### src/sv/xab_pkg.sv
// Shared types, codes and constants of the XOR accelerator register block.
// No dependencies; every other file of the block imports this package.
`default_nettype none

package xab_pkg;

   // Payload widths.
   localparam int unsigned CMD_W    = 3;
   localparam int unsigned OFFS_W   = 12;
   localparam int unsigned DATA_W   = 32;
   localparam int unsigned NOISE_W  = 5;
   localparam int unsigned ROLL_W   = 7;
   localparam int unsigned INDEX_W  = 16;
   localparam int unsigned BYTE_W   = 8;
   localparam int unsigned TEMP_W   = 7;
   localparam int unsigned STATUS_W = 4;
   localparam int unsigned FLAGS_W  = 4;
   localparam int unsigned IRQ_W    = 3;

   // Item commands.
   typedef enum logic [CMD_W-1:0] {
      CMD_READ     = 3'd0,
      CMD_WRITE    = 3'd1,
      CMD_COMPLETE = 3'd2,
      CMD_TICK     = 3'd3,
      CMD_FAULT    = 3'd4,
      CMD_BYTE     = 3'd5
   } cmd_type;

   // Register offsets in the 4 KiB window.
   localparam logic [OFFS_W-1:0] OFS_ID       = 12'h000;
   localparam logic [OFFS_W-1:0] OFS_STATUS   = 12'h004;
   localparam logic [OFFS_W-1:0] OFS_CONTROL  = 12'h008;
   localparam logic [OFFS_W-1:0] OFS_KEY      = 12'h00C;
   localparam logic [OFFS_W-1:0] OFS_SRC_LO   = 12'h010;
   localparam logic [OFFS_W-1:0] OFS_SRC_HI   = 12'h014;
   localparam logic [OFFS_W-1:0] OFS_DST_LO   = 12'h018;
   localparam logic [OFFS_W-1:0] OFS_DST_HI   = 12'h01C;
   localparam logic [OFFS_W-1:0] OFS_LENGTH   = 12'h020;
   localparam logic [OFFS_W-1:0] OFS_IRQ_STAT = 12'h024;
   localparam logic [OFFS_W-1:0] OFS_IRQ_MASK = 12'h028;
   localparam logic [OFFS_W-1:0] OFS_DONE_CNT = 12'h02C;
   localparam logic [OFFS_W-1:0] OFS_RESET    = 12'h030;
   localparam logic [OFFS_W-1:0] OFS_ERR_CNT  = 12'h034;
   localparam logic [OFFS_W-1:0] OFS_TEMP     = 12'h038;

   // Configuration port register index.
   localparam logic [1:0] CSR_MSI_MODE = 2'd0;

   // Fixed values.
   localparam logic [DATA_W-1:0] ID_VALUE      = 32'hC0DEC4FE;
   localparam logic [DATA_W-1:0] RESET_MAGIC   = 32'hDEADBEEF;
   localparam logic [DATA_W-1:0] BUFFER_BYTES  = 32'd65536;
   localparam logic [TEMP_W-1:0] TEMP_MEAN     = 7'd72;
   localparam logic [TEMP_W-1:0] TEMP_LIMIT    = 7'd100;
   localparam logic [TEMP_W-1:0] TEMP_LOW      = 7'd45;
   localparam logic [TEMP_W-1:0] TEMP_HIGH     = 7'd115;
   localparam logic [ROLL_W-1:0] FAULT_PERCENT = 7'd15;

   // Status bits.
   localparam logic [STATUS_W-1:0] ST_IDLE  = 4'b0001;
   localparam logic [STATUS_W-1:0] ST_BUSY  = 4'b0010;
   localparam logic [STATUS_W-1:0] ST_DONE  = 4'b0100;
   localparam logic [STATUS_W-1:0] ST_ERROR = 4'b1000;

   // Pending interrupt bits.
   localparam logic [IRQ_W-1:0] IRQ_DONE = 3'b001;
   localparam logic [IRQ_W-1:0] IRQ_ERR  = 3'b010;
   localparam logic [IRQ_W-1:0] IRQ_TEMP = 3'b100;

   // Job flag bits.
   localparam int unsigned FLAG_IRQ_EN  = 0;
   localparam int unsigned FLAG_ENCRYPT = 3;

   typedef struct packed {
      logic [CMD_W-1:0]          cmd;
      logic [OFFS_W-1:0]         reg_offset;
      logic [DATA_W-1:0]         write_data;
      logic signed [NOISE_W-1:0] temp_noise;
      logic [ROLL_W-1:0]         fault_roll;
      logic [INDEX_W-1:0]        byte_index;
      logic [BYTE_W-1:0]         byte_value;
   } req_type;

   typedef struct packed {
      logic [DATA_W-1:0] read_data;
      logic              irq_level;
      logic              msi_pulse;
      logic [BYTE_W-1:0] xored_byte;
      logic              job_started;
   } rsp_type;

endpackage

`default_nettype wire

### src/sv/xab_req_if.sv
// Request channel interface: valid/ready handshake plus the item fields.
// Depends on xab_pkg for the field widths.
`default_nettype none

interface xab_req_if;
   import xab_pkg::*;

   logic                      valid;
   logic                      ready;
   logic [CMD_W-1:0]          cmd;
   logic [OFFS_W-1:0]         reg_offset;
   logic [DATA_W-1:0]         write_data;
   logic signed [NOISE_W-1:0] temp_noise;
   logic [ROLL_W-1:0]         fault_roll;
   logic [INDEX_W-1:0]        byte_index;
   logic [BYTE_W-1:0]         byte_value;

   modport source (
      output valid, cmd, reg_offset, write_data, temp_noise, fault_roll,
             byte_index, byte_value,
      input  ready
   );

   modport sink (
      input  valid, cmd, reg_offset, write_data, temp_noise, fault_roll,
             byte_index, byte_value,
      output ready
   );
endinterface

`default_nettype wire

### src/sv/xab_rsp_if.sv
// Response channel interface: valid/ready handshake plus the result fields.
// Depends on xab_pkg for the field widths.
`default_nettype none

interface xab_rsp_if;
   import xab_pkg::*;

   logic              valid;
   logic              ready;
   logic [DATA_W-1:0] read_data;
   logic              irq_level;
   logic              msi_pulse;
   logic [BYTE_W-1:0] xored_byte;
   logic              job_started;

   modport source (
      output valid, read_data, irq_level, msi_pulse, xored_byte, job_started,
      input  ready
   );

   modport sink (
      input  valid, read_data, irq_level, msi_pulse, xored_byte, job_started,
      output ready
   );
endinterface

`default_nettype wire

### src/sv/xab_temp.sv
// Temperature step: mean-reverting pull, noise, clamp and high-crossing detect.
// Depends on xab_pkg.
`default_nettype none

module xab_temp (
   input  wire logic [xab_pkg::TEMP_W-1:0]         temp_cur,
   input  wire logic signed [xab_pkg::NOISE_W-1:0] noise,
   output logic [xab_pkg::TEMP_W-1:0]              temp_next,
   output logic                                    crossed
);
   import xab_pkg::*;

   logic signed [8:0]  diff;
   logic [6:0]         mag;
   logic [14:0]        prod;
   logic [4:0]         quot;
   logic signed [8:0]  pull;
   logic signed [9:0]  sum;

   // Division by five as a multiply by 205/1024; exact for magnitudes below 128.
   always_comb begin
      diff = $signed({2'b00, TEMP_MEAN}) - $signed({2'b00, temp_cur});
      mag  = diff[8] ? 7'(-diff) : diff[6:0];
      prod = 15'(mag) * 15'd205;
      quot = prod[14:10];
      pull = diff[8] ? -$signed({4'b0000, quot}) : $signed({4'b0000, quot});
      sum  = $signed({3'b000, temp_cur}) + 10'(noise) + 10'(pull);
      if (sum < $signed({3'b000, TEMP_LOW})) begin
         temp_next = TEMP_LOW;
      end else if (sum > $signed({3'b000, TEMP_HIGH})) begin
         temp_next = TEMP_HIGH;
      end else begin
         temp_next = sum[TEMP_W-1:0];
      end
      crossed = (temp_next > TEMP_LIMIT) && (temp_cur <= TEMP_LIMIT);
   end

endmodule

`default_nettype wire

### src/sv/xab_core.sv
// Register file and per-item update logic of the XOR accelerator block.
// Depends on xab_pkg and instantiates xab_temp.
`default_nettype none

module xab_core #(
   parameter logic [xab_pkg::DATA_W-1:0] BUFFER_BYTES = xab_pkg::BUFFER_BYTES
) (
   input  wire logic             clock,
   input  wire logic             reset,
   input  wire logic             fire,
   input  wire logic             msi_mode,
   input  wire xab_pkg::req_type item,
   output xab_pkg::rsp_type      result
);
   import xab_pkg::*;

   logic [STATUS_W-1:0] status_ff, status_in;
   logic [FLAGS_W-1:0]  flags_ff, flags_in;
   logic [DATA_W-1:0]   key_ff, key_in;
   logic [63:0]         src_ff, src_in;
   logic [63:0]         dst_ff, dst_in;
   logic [DATA_W-1:0]   len_ff, len_in;
   logic [IRQ_W-1:0]    pend_ff, pend_in;
   logic [DATA_W-1:0]   mask_ff, mask_in;
   logic [DATA_W-1:0]   done_cnt_ff, done_cnt_in;
   logic [DATA_W-1:0]   err_cnt_ff, err_cnt_in;
   logic [TEMP_W-1:0]   temp_ff, temp_in;
   logic                line_ff, line_in;

   logic [TEMP_W-1:0]   temp_step;
   logic                temp_crossed;
   logic [IRQ_W-1:0]    raise;
   logic                len_over;
   logic [BYTE_W-1:0]   key_byte;

   xab_temp u_temp (
      .temp_cur  (temp_ff),
      .noise     (item.temp_noise),
      .temp_next (temp_step),
      .crossed   (temp_crossed)
   );

   assign len_over = len_ff > BUFFER_BYTES;

   always_comb begin
      case (item.byte_index[1:0])
         2'd0:    key_byte = key_ff[7:0];
         2'd1:    key_byte = key_ff[15:8];
         2'd2:    key_byte = key_ff[23:16];
         default: key_byte = key_ff[31:24];
      endcase
   end

   always_comb begin
      status_in   = status_ff;
      flags_in    = flags_ff;
      key_in      = key_ff;
      src_in      = src_ff;
      dst_in      = dst_ff;
      len_in      = len_ff;
      pend_in     = pend_ff;
      mask_in     = mask_ff;
      done_cnt_in = done_cnt_ff;
      err_cnt_in  = err_cnt_ff;
      temp_in     = temp_ff;
      line_in     = line_ff;
      raise       = '0;
      result      = '0;

      case (cmd_type'(item.cmd))
         CMD_READ: begin
            case (item.reg_offset)
               OFS_ID:       result.read_data = ID_VALUE;
               OFS_STATUS:   result.read_data = DATA_W'(status_ff);
               OFS_KEY:      result.read_data = key_ff;
               OFS_SRC_LO:   result.read_data = src_ff[31:0];
               OFS_SRC_HI:   result.read_data = src_ff[63:32];
               OFS_DST_LO:   result.read_data = dst_ff[31:0];
               OFS_DST_HI:   result.read_data = dst_ff[63:32];
               OFS_LENGTH:   result.read_data = len_ff;
               OFS_IRQ_STAT: result.read_data = DATA_W'(pend_ff);
               OFS_IRQ_MASK: result.read_data = mask_ff;
               OFS_DONE_CNT: result.read_data = done_cnt_ff;
               OFS_ERR_CNT:  result.read_data = err_cnt_ff;
               OFS_TEMP:     result.read_data = DATA_W'(temp_ff);
               default:      result.read_data = '0;
            endcase
         end
         CMD_WRITE: begin
            case (item.reg_offset)
               OFS_CONTROL: begin
                  if (item.write_data[0] && (status_ff & ST_BUSY) == '0) begin
                     if (len_over) begin
                        status_in  = ST_IDLE | ST_ERROR;
                        err_cnt_in = err_cnt_ff + 1'b1;
                        if (item.write_data[1]) begin
                           raise = IRQ_ERR;
                        end
                     end else begin
                        flags_in           = item.write_data[4:1];
                        status_in          = ST_BUSY;
                        result.job_started = 1'b1;
                     end
                  end
               end
               OFS_KEY:    key_in = item.write_data;
               OFS_SRC_LO: src_in = {src_ff[63:32], item.write_data};
               OFS_SRC_HI: src_in = {item.write_data, src_ff[31:0]};
               OFS_DST_LO: dst_in = {dst_ff[63:32], item.write_data};
               OFS_DST_HI: dst_in = {item.write_data, dst_ff[31:0]};
               OFS_LENGTH: len_in = item.write_data;
               OFS_IRQ_STAT: begin
                  pend_in = pend_ff & ~item.write_data[IRQ_W-1:0];
                  if (!msi_mode) begin
                     line_in = |(pend_in & mask_ff[IRQ_W-1:0]);
                  end
               end
               OFS_IRQ_MASK: begin
                  mask_in = item.write_data;
                  if (!msi_mode) begin
                     line_in = |(pend_ff & item.write_data[IRQ_W-1:0]);
                  end
               end
               OFS_RESET: begin
                  // Soft reset leaves the die temperature alone.
                  if (item.write_data == RESET_MAGIC) begin
                     status_in   = ST_IDLE;
                     flags_in    = '0;
                     key_in      = '0;
                     src_in      = '0;
                     dst_in      = '0;
                     len_in      = '0;
                     pend_in     = '0;
                     mask_in     = '0;
                     done_cnt_in = '0;
                     err_cnt_in  = '0;
                     if (!msi_mode) begin
                        line_in = 1'b0;
                     end
                  end
               end
               default: ;
            endcase
         end
         CMD_COMPLETE: begin
            if ((status_ff & ST_BUSY) != '0) begin
               if (len_over) begin
                  status_in  = ST_IDLE | ST_ERROR;
                  err_cnt_in = err_cnt_ff + 1'b1;
                  if (flags_ff[FLAG_IRQ_EN]) begin
                     raise = IRQ_ERR;
                  end
               end else begin
                  status_in   = ST_IDLE | ST_DONE;
                  done_cnt_in = done_cnt_ff + 1'b1;
                  if (flags_ff[FLAG_IRQ_EN]) begin
                     raise = IRQ_DONE;
                  end
               end
            end
         end
         CMD_TICK: begin
            temp_in = temp_step;
            if (temp_crossed) begin
               raise = IRQ_TEMP;
            end
         end
         CMD_FAULT: begin
            if ((status_ff & ST_IDLE) != '0 && item.fault_roll < FAULT_PERCENT) begin
               status_in  = ST_IDLE | ST_ERROR;
               err_cnt_in = err_cnt_ff + 1'b1;
               raise      = IRQ_ERR;
            end
         end
         CMD_BYTE: begin
            result.xored_byte = flags_ff[FLAG_ENCRYPT] ? (item.byte_value ^ key_byte)
                                                       : item.byte_value;
         end
         default: ;
      endcase

      // A raised interrupt is always latched; it pulses or drives the line by mode.
      if (raise != '0) begin
         pend_in = pend_in | raise;
         if (msi_mode) begin
            result.msi_pulse = 1'b1;
         end else begin
            line_in = 1'b1;
         end
      end
      result.irq_level = line_in;
   end

   always_ff @(posedge clock) begin
      if (reset) begin
         status_ff   <= ST_IDLE;
         flags_ff    <= '0;
         key_ff      <= '0;
         src_ff      <= '0;
         dst_ff      <= '0;
         len_ff      <= '0;
         pend_ff     <= '0;
         mask_ff     <= '0;
         done_cnt_ff <= '0;
         err_cnt_ff  <= '0;
         temp_ff     <= TEMP_MEAN;
         line_ff     <= 1'b0;
      end else if (fire) begin
         status_ff   <= status_in;
         flags_ff    <= flags_in;
         key_ff      <= key_in;
         src_ff      <= src_in;
         dst_ff      <= dst_in;
         len_ff      <= len_in;
         pend_ff     <= pend_in;
         mask_ff     <= mask_in;
         done_cnt_ff <= done_cnt_in;
         err_cnt_ff  <= err_cnt_in;
         temp_ff     <= temp_in;
         line_ff     <= line_in;
      end
   end

`ifndef SYNTHESIS
   a_idle_xor_busy: assert property (@(posedge clock) disable iff (reset)
      ((status_ff & ST_IDLE) != '0) != ((status_ff & ST_BUSY) != '0))
      else $error("status is neither cleanly idle nor busy");

   a_temp_range: assert property (@(posedge clock) disable iff (reset)
      temp_ff >= TEMP_LOW && temp_ff <= TEMP_HIGH)
      else $error("die temperature left its clamp range");

   a_state_holds: assert property (@(posedge clock) disable iff (reset)
      !fire |=> $stable(done_cnt_ff) && $stable(err_cnt_ff) && $stable(status_ff))
      else $error("state changed without an item");

   a_pulse_only_msi: assert property (@(posedge clock) disable iff (reset)
      fire && !msi_mode |-> !result.msi_pulse)
      else $error("message pulse in level mode");
`endif

endmodule

`default_nettype wire

### src/sv/xor_accelerator_register_block_top.sv
// Top level of the XOR accelerator register block: input register, result
// register, configuration port. Depends on xab_pkg, xab_req_if, xab_rsp_if, xab_core.
//
//   Channel   Direction  Handshake               Word
//   req_bus   in         valid/ready             one register access or event
//   rsp_bus   out        valid/ready             one result per request word
//   csr (APB) in         psel/penable, pready=1  msi_mode at byte address 0
//
// A request word is taken into the input register; whenever the result register is free
// or being emptied, the core updates its registers and loads the result register, so
// the block sustains one word per clock while rsp_bus does not stall.
// The rate is set by the single register update per word in xab_core.
// Reset is synchronous and active high; it clears all control state, the
// registers to their reset values, and the die temperature to 72 F.
// A stalled result holds in the result register while the input register still
// takes a new word; only when both are full does req_bus.ready drop.
`default_nettype none

module xor_accelerator_register_block_top #(
   parameter logic [xab_pkg::DATA_W-1:0] BUFFER_BYTES = xab_pkg::BUFFER_BYTES
) (
   input  wire logic                        clock,
   input  wire logic                        reset,
   xab_req_if.sink                          req_bus,
   xab_rsp_if.source                        rsp_bus,
   input  wire logic                        psel,
   input  wire logic                        penable,
   input  wire logic                        pwrite,
   input  wire logic [1:0]                  paddr,
   input  wire logic [xab_pkg::DATA_W-1:0]  pwdata,
   output logic [xab_pkg::DATA_W-1:0]       prdata,
   output logic                             pready
);
   import xab_pkg::*;

   // Input register stage.
   req_type in_ff;
   logic    in_valid_ff;

   // Result register stage.
   rsp_type rsp_ff;
   logic    rsp_valid_ff;
   rsp_type core_rsp;

   logic    msi_mode_ff;
   logic    advance;
   logic    take;
   logic    csr_write;

   // The core processes the held word whenever the result register is free
   // or being emptied in this same cycle.
   assign advance = in_valid_ff && (!rsp_valid_ff || rsp_bus.ready);
   assign take    = req_bus.valid && req_bus.ready;

   assign req_bus.ready = !in_valid_ff || advance;

   always_ff @(posedge clock) begin
      if (reset) begin
         in_valid_ff <= 1'b0;
      end else if (req_bus.ready) begin
         in_valid_ff <= req_bus.valid;
      end
   end

   // Payload register carries no reset.
   always_ff @(posedge clock) begin
      if (take) begin
         in_ff.cmd        <= req_bus.cmd;
         in_ff.reg_offset <= req_bus.reg_offset;
         in_ff.write_data <= req_bus.write_data;
         in_ff.temp_noise <= req_bus.temp_noise;
         in_ff.fault_roll <= req_bus.fault_roll;
         in_ff.byte_index <= req_bus.byte_index;
         in_ff.byte_value <= req_bus.byte_value;
      end
   end

   xab_core #(
      .BUFFER_BYTES (BUFFER_BYTES)
   ) u_core (
      .clock    (clock),
      .reset    (reset),
      .fire     (advance),
      .msi_mode (msi_mode_ff),
      .item     (in_ff),
      .result   (core_rsp)
   );

   always_ff @(posedge clock) begin
      if (reset) begin
         rsp_valid_ff <= 1'b0;
      end else if (advance) begin
         rsp_valid_ff <= 1'b1;
      end else if (rsp_bus.ready) begin
         rsp_valid_ff <= 1'b0;
      end
   end

   always_ff @(posedge clock) begin
      if (advance) begin
         rsp_ff <= core_rsp;
      end
   end

   assign rsp_bus.valid       = rsp_valid_ff;
   assign rsp_bus.read_data   = rsp_ff.read_data;
   assign rsp_bus.irq_level   = rsp_ff.irq_level;
   assign rsp_bus.msi_pulse   = rsp_ff.msi_pulse;
   assign rsp_bus.xored_byte  = rsp_ff.xored_byte;
   assign rsp_bus.job_started = rsp_ff.job_started;

   // Configuration port: a single mode bit, always ready.
   assign pready    = 1'b1;
   assign csr_write = psel && penable && pwrite && pready && (paddr == CSR_MSI_MODE);

   always_ff @(posedge clock) begin
      if (reset) begin
         msi_mode_ff <= 1'b0;
      end else if (csr_write) begin
         msi_mode_ff <= pwdata[0];
      end
   end

   always_comb begin
      prdata = '0;
      if (paddr == CSR_MSI_MODE) begin
         prdata = DATA_W'(msi_mode_ff);
      end
   end

`ifndef SYNTHESIS
   a_advance_loads_rsp: assert property (@(posedge clock) disable iff (reset)
      advance |=> rsp_valid_ff)
      else $error("processed word did not reach the result register");

   a_held_word_kept: assert property (@(posedge clock) disable iff (reset)
      in_valid_ff && !advance |=> in_valid_ff && $stable(in_ff))
      else $error("waiting request word was lost or changed");

   a_stalled_rsp_kept: assert property (@(posedge clock) disable iff (reset)
      rsp_valid_ff && !rsp_bus.ready |=> rsp_valid_ff)
      else $error("stalled result was dropped");

   a_start_no_pulse: assert property (@(posedge clock) disable iff (reset)
      rsp_valid_ff |-> !(rsp_ff.job_started && rsp_ff.msi_pulse))
      else $error("job start reported together with an interrupt pulse");
`endif

endmodule

`default_nettype wire

### src/flat_wrapper.sv
// flat-port wrapper written by rule: the top's interface ports become plain ports
module xor_accelerator_register_block_top_flat import xab_pkg::*;
#(
   parameter logic [xab_pkg::DATA_W-1:0] BUFFER_BYTES = xab_pkg::BUFFER_BYTES
)
  (clock, reset, psel, penable, pwrite, paddr, pwdata, prdata, pready, req_bus_valid, req_bus_cmd, req_bus_reg_offset, req_bus_write_data, req_bus_temp_noise, req_bus_fault_roll, req_bus_byte_index, req_bus_byte_value, req_bus_ready, rsp_bus_valid, rsp_bus_read_data, rsp_bus_irq_level, rsp_bus_msi_pulse, rsp_bus_xored_byte, rsp_bus_job_started, rsp_bus_ready);
  xab_req_if req_bus_i ();
  xab_rsp_if rsp_bus_i ();
  input  wire logic clock;
  input  wire logic reset;
  input  wire logic psel;
  input  wire logic penable;
  input  wire logic pwrite;
  input  wire logic [1:0] paddr;
  input  wire logic [xab_pkg::DATA_W-1:0] pwdata;
  output logic [xab_pkg::DATA_W-1:0] prdata;
  output logic pready;
  input wire logic [$bits(req_bus_i.valid)-1:0] req_bus_valid;
  input wire logic [$bits(req_bus_i.cmd)-1:0] req_bus_cmd;
  input wire logic [$bits(req_bus_i.reg_offset)-1:0] req_bus_reg_offset;
  input wire logic [$bits(req_bus_i.write_data)-1:0] req_bus_write_data;
  input wire logic [$bits(req_bus_i.temp_noise)-1:0] req_bus_temp_noise;
  input wire logic [$bits(req_bus_i.fault_roll)-1:0] req_bus_fault_roll;
  input wire logic [$bits(req_bus_i.byte_index)-1:0] req_bus_byte_index;
  input wire logic [$bits(req_bus_i.byte_value)-1:0] req_bus_byte_value;
  output wire logic [$bits(req_bus_i.ready)-1:0] req_bus_ready;
  output wire logic [$bits(rsp_bus_i.valid)-1:0] rsp_bus_valid;
  output wire logic [$bits(rsp_bus_i.read_data)-1:0] rsp_bus_read_data;
  output wire logic [$bits(rsp_bus_i.irq_level)-1:0] rsp_bus_irq_level;
  output wire logic [$bits(rsp_bus_i.msi_pulse)-1:0] rsp_bus_msi_pulse;
  output wire logic [$bits(rsp_bus_i.xored_byte)-1:0] rsp_bus_xored_byte;
  output wire logic [$bits(rsp_bus_i.job_started)-1:0] rsp_bus_job_started;
  input wire logic [$bits(rsp_bus_i.ready)-1:0] rsp_bus_ready;
  assign req_bus_i.valid = req_bus_valid;
  assign req_bus_i.cmd = req_bus_cmd;
  assign req_bus_i.reg_offset = req_bus_reg_offset;
  assign req_bus_i.write_data = req_bus_write_data;
  assign req_bus_i.temp_noise = req_bus_temp_noise;
  assign req_bus_i.fault_roll = req_bus_fault_roll;
  assign req_bus_i.byte_index = req_bus_byte_index;
  assign req_bus_i.byte_value = req_bus_byte_value;
  assign req_bus_ready = req_bus_i.ready;
  assign rsp_bus_valid = rsp_bus_i.valid;
  assign rsp_bus_read_data = rsp_bus_i.read_data;
  assign rsp_bus_irq_level = rsp_bus_i.irq_level;
  assign rsp_bus_msi_pulse = rsp_bus_i.msi_pulse;
  assign rsp_bus_xored_byte = rsp_bus_i.xored_byte;
  assign rsp_bus_job_started = rsp_bus_i.job_started;
  assign rsp_bus_i.ready = rsp_bus_ready;
  xor_accelerator_register_block_top #(.BUFFER_BYTES(BUFFER_BYTES)) u_core (.clock(clock), .reset(reset), .req_bus(req_bus_i), .rsp_bus(rsp_bus_i), .psel(psel), .penable(penable), .pwrite(pwrite), .paddr(paddr), .pwdata(pwdata), .prdata(prdata), .pready(pready));
endmodule
### config.mk
export PLATFORM = sky130hd
export DESIGN_NAME = xor_accelerator_register_block_top_flat
export DESIGN_NICKNAME = d
export VERILOG_FILES = /design/src/sv/xab_pkg.sv /design/src/sv/xab_req_if.sv /design/src/sv/xab_rsp_if.sv /design/src/sv/xab_temp.sv /design/src/sv/xab_core.sv /design/src/sv/xor_accelerator_register_block_top.sv /design/src/flat_wrapper.sv
export SDC_FILE = /design/constraint.sdc
export NUM_CORES = 1
export LEC_CHECK = 0
export ABC_CLOCK_PERIOD_IN_PS = 23000
export BUFFER_PORTS_ARGS = -buffer_cell sky130_fd_sc_hd__buf_2
export CAP_MARGIN = 15
export CORE_UTILIZATION = 51
export DETAILED_ROUTE_END_ITERATION = 8
export PLACE_DENSITY = 0.7
export REMOVE_ABC_BUFFERS = 1
export SLEW_MARGIN = 20
export SYNTH_ARGS = -nofsm -noshare
export SYNTH_HDL_FRONTEND = slang
export SYNTH_SLANG_ARGS = --single-unit
### constraint.sdc
create_clock -name clock -period 23 [get_ports clock]
set_clock_uncertainty 0.05 [all_clocks]
set_input_delay 3.45 -clock clock [delete_from_list [all_inputs] [get_ports clock]]
set_output_delay 3.45 -clock clock [all_outputs]
set_load 0.01 [all_outputs]
==> flow_metrics.py <==
metrics = {
    "die": {
        "die_w_um": 201.7,
        "coreArea_mm2": 0.03901,
        "ios": 202,
        "die_h_um": 201.7,
        "rows": 72,
        "die-area_mm2": 0.04068,
        "initial_core_util_pct": 52.14,
    },
    "cts": {
        "ctsHoldBuffers": 0,
        "cts.path.max_buffers": 3,
        "clkSinkCount": 420,
        "htree_levels": 2,
        "cts_setup_buffers": 0,
        "cts_root_buf": "clkbuf_16",
        "cts_tree": "done",
        "cts_resized": 0,
        "cts_made_buffers": 46,
        "clk_pin_slew_worst_paths_ns": 0.06,
        "clk_latency_ns": 0.61,
    },
    "global_routing": {
        "grt_use_total_pct": 32.27,
        "grt-ovfl-total": 0,
        "grt_max_degree": 112,
        "first_global_vias": 17160,
        "antenna_found_initial": 2,
        "grt_pass1_wl_mm": 101.2,
    },
    "placed_design": {
        "place_hpwl_mm": 41.74,
        "post-place-cells": 2813,
        "finalWeightedCongestion": 0.9180,
        "numPortBuffers": 124,
        "dp_worst_setup_slack_ns": 13.85,
        "dpl-instance-area_mm2": 0.02122,
    },
    "detailed_routing": {
        "routed_wl_mm": 66.60,
        "post_drt_via_cell_ratio": 6.366,
        "wl_per_cell_um": 22.97,
        "drt_iter0_markers": 2224,
        "drtAntennaViolNets": 0,
        "dr.pass1.iters": 7,
        "num_vias": 18460,
        "drc": 0,
    },
    "final_layout": {
        "final_common_cell": "nand2_1",
        "finalCoreUtilization_pct": 58.44,
        "final_cell_mix": "nand2_1, dfxtp_1, a21oi_1",
        "layout.cells.non_filler": 2900,
        "synthToLayoutAreaGrowth_pct": 12.09,
        "finalInstanceArea_mm2": 0.02280,
        "layout-drive-gt1-share_pct": 11.80,
        "fin_nets": 2529,
    },
    "sta": {
        "timing.setup.tns_ns": 0,
        "slew_headroom_pct": 21.32,
        "setup_slack_ns": 13.79,
        "slew_viol_final": 0,
        "whs_ns": 0.4032,
        "final_hold_viol_count": 0,
        "finalSetupViolCount": 0,
        "timing.final.crit_share_pct": 40.05,
        "fmax_mhz": 108.6,
        "tightest_slew_ns": 1.180,
        "grt_setup_unrepaired": "false",
        "fin_crit_ns": 9.212,
    },
    "logic_synthesis": {
        "yosys-top-cells-area": "dfxtp_1, edfxtp_1, nand2_1",
        "synth_cells": 2293,
        "yosys.area_share.simple_pct": 19.93,
        "netlist_area_mm2": 0.02034,
        "synth_cell_types": 78,
        "synth_seq_cells": 420,
        "synth_top_cell_by_area": "dfxtp_1",
        "synth_edf_count": 112,
        "yosys.area_share.xor_xnor_pct": 2.239,
        "synth_compound_area_share_pct": 19.93,
        "avgSynthCellArea_um2": 8.869,
        "synth_top_family_by_area": "simple AND/OR/NAND/NOR gates",
        "ys_warn_count": 0,
        "async_flop_share_pct": 0,
        "synth_fa_ha_area_share_pct": 4.405,
        "synth_top_area_share_pct": 30.32,
        "seq_area_frac_synth_pct": 46.86,
        "synth_mux_area_share_pct": 1.132,
        "synth_flop_cell": "dfxtp_1",
    },
    "worst_setup_path": {
        "critPathKind": "flip-flop to flip-flop",
        "cpMaxStageDelayCell": "xnor2_1",
        "cp_data_required_time_ns": 23.42,
        "cp_max_fo": 10,
        "regToRegSetupSlack_ns": 13.79,
        "reg2reg_from": "u_core.u_core.temp_ff[0]",
        "worstPathArrival_ns": 9.64,
        "regToRegEndpoint": "u_core.u_core.temp_ff[0]",
        "setup.worst_path.start_class": "flip-flop",
        "cpPeakStageDelay_ns": 0.76,
        "r2r_cells": 34,
        "crit_path_end_kind": "flip-flop",
    },
    "power_and_ir_drop": {
        "power_leakage_nw": 7.862,
        "finalPower_mw": 1.690,
        "powerDensity_mw_per_mm2": 74.12,
        "ir_worst_vdd_mv": 0.06307,
    },
    "worst_hold_path": {
        "holdPathEnd": "u_core.u_core.src_ff[51]",
        "worstHoldStart": "u_core.u_core.src_ff[51]",
        "hp-class": "flip-flop to flip-flop",
        "worst_hold_path.num_cells": 2,
    },
    "job": {
        "cap_violations": 0,
    },
    "outcome": {
        "status": "completed",
    },
}
## power breakdown
part | switching [mW] | total, mW | internal [mW]
sequential | 0.0116 | 0.783 | 0.771
clock | 0.318 | 0.755 | 0.437
combinational | 0.0959 | 0.152 | 0.0560
## state kept, by name, summed over array words and instances (netlist names)
name / cells
u_core.in_ff: 69
u_core.u_core.dst_ff: 64
u_core.u_core.src_ff: 64
u_core.rsp_bus.read_data: 32
u_core.u_core.done_cnt_ff: 32
u_core.u_core.err_cnt_ff: 32
u_core.u_core.key_ff: 32
u_core.u_core.len_ff: 32
u_core.u_core.mask_ff: 32
u_core.rsp_bus.xored_byte: 8
u_core.u_core.temp_ff: 7
u_core.u_core.status_ff: 4
u_core.u_core.pend_ff: 3
u_core.u_core.flags_ff: 2
u_core.in_valid_ff: 1
u_core.msi_mode_ff: 1
u_core.rsp_bus.irq_level: 1
u_core.rsp_bus.job_started: 1
u_core.rsp_bus.msi_pulse: 1
u_core.rsp_bus.valid: 1
u_core.u_core.line_ff: 1
## cell type report
| type | instances | area [um^2] |
|---|---|---|
| Multi-Input combinational cell | 1652 | 9926 |
| Clock inverter | 26 | 254.0 |
| Clock buffer | 60 | 1306 |
| Antenna cell | 1 | 2.502 |
| Inverter | 70 | 262.8 |
| Fill cell | 3416 | 16210 |
| Timing Repair Buffer | 153 | 867.1 |
| Tap cell | 518 | 648.1 |
| Sequential cell | 420 | 9529 |
## worst max path at each step
stage | from | slack [ns] | to
after floorplan | rsp_bus_ready | 13.78 | u_core.u_core.dst_ff[32]
after global placement | u_core.u_core.temp_ff[0] | 13.98 | u_core.u_core.temp_ff[1]
after detailed placement | u_core.u_core.temp_ff[0] | 13.85 | u_core.u_core.temp_ff[0]
after CTS | u_core.u_core.temp_ff[0] | 13.82 | u_core.u_core.temp_ff[0]
after global routing | u_core.u_core.temp_ff[0] | 13.00 | u_core.u_core.temp_ff[0]
final | u_core.u_core.temp_ff[0] | 13.79 | u_core.u_core.temp_ff[0]
## routing by layer
layer / up-vias / GRT usage, % / wire length [um]
li1: 8330 / - / -
met1: 8862 / 41.65 / 25980
met2: 1041 / 51.07 / 30360
met3: 225 / 5.960 / 6658
met4: 2 / 17.88 / 3581
met5: - / 0 / 16
## cell usage after synthesis (33+ instances only)
master / n
a221oi_1: 44
a31oi_1: 40
nor3_1: 36
and2_1: 45
edfxtp_1: 112
buf_4: 33
ha_1: 46
dfxtp_1: 308
o21ai_0: 38
a22oi_1: 46
nor2_1: 138
nand3_1: 70
a22o_1: 34
a21oi_1: 263
inv_1: 69
nand2_1: 447
clkbuf_1: 108
## critical path: cells and delay by family, from the launching register on
kind,cells,cell delay (ns)
adders and majority gates,8,3.07
muxes,1,0.17
AOI/OAI and AO/OA,10,2.18
buffers and inverters,5,0.44
and+or+nand+nor,7,1.31
xor gates and xnor gates,3,1.28
DFF,1,0.57
## kinds of logic after synthesis
group | after synthesis
adders and majority gates | 62
DFF | 420
and+or+nand+nor | 881
xor gates and xnor gates | 52
other | 2
buffers and inverters | 251
AOI/OAI and AO/OA | 612
muxes | 13
Power figures use the tool's default switching activity.
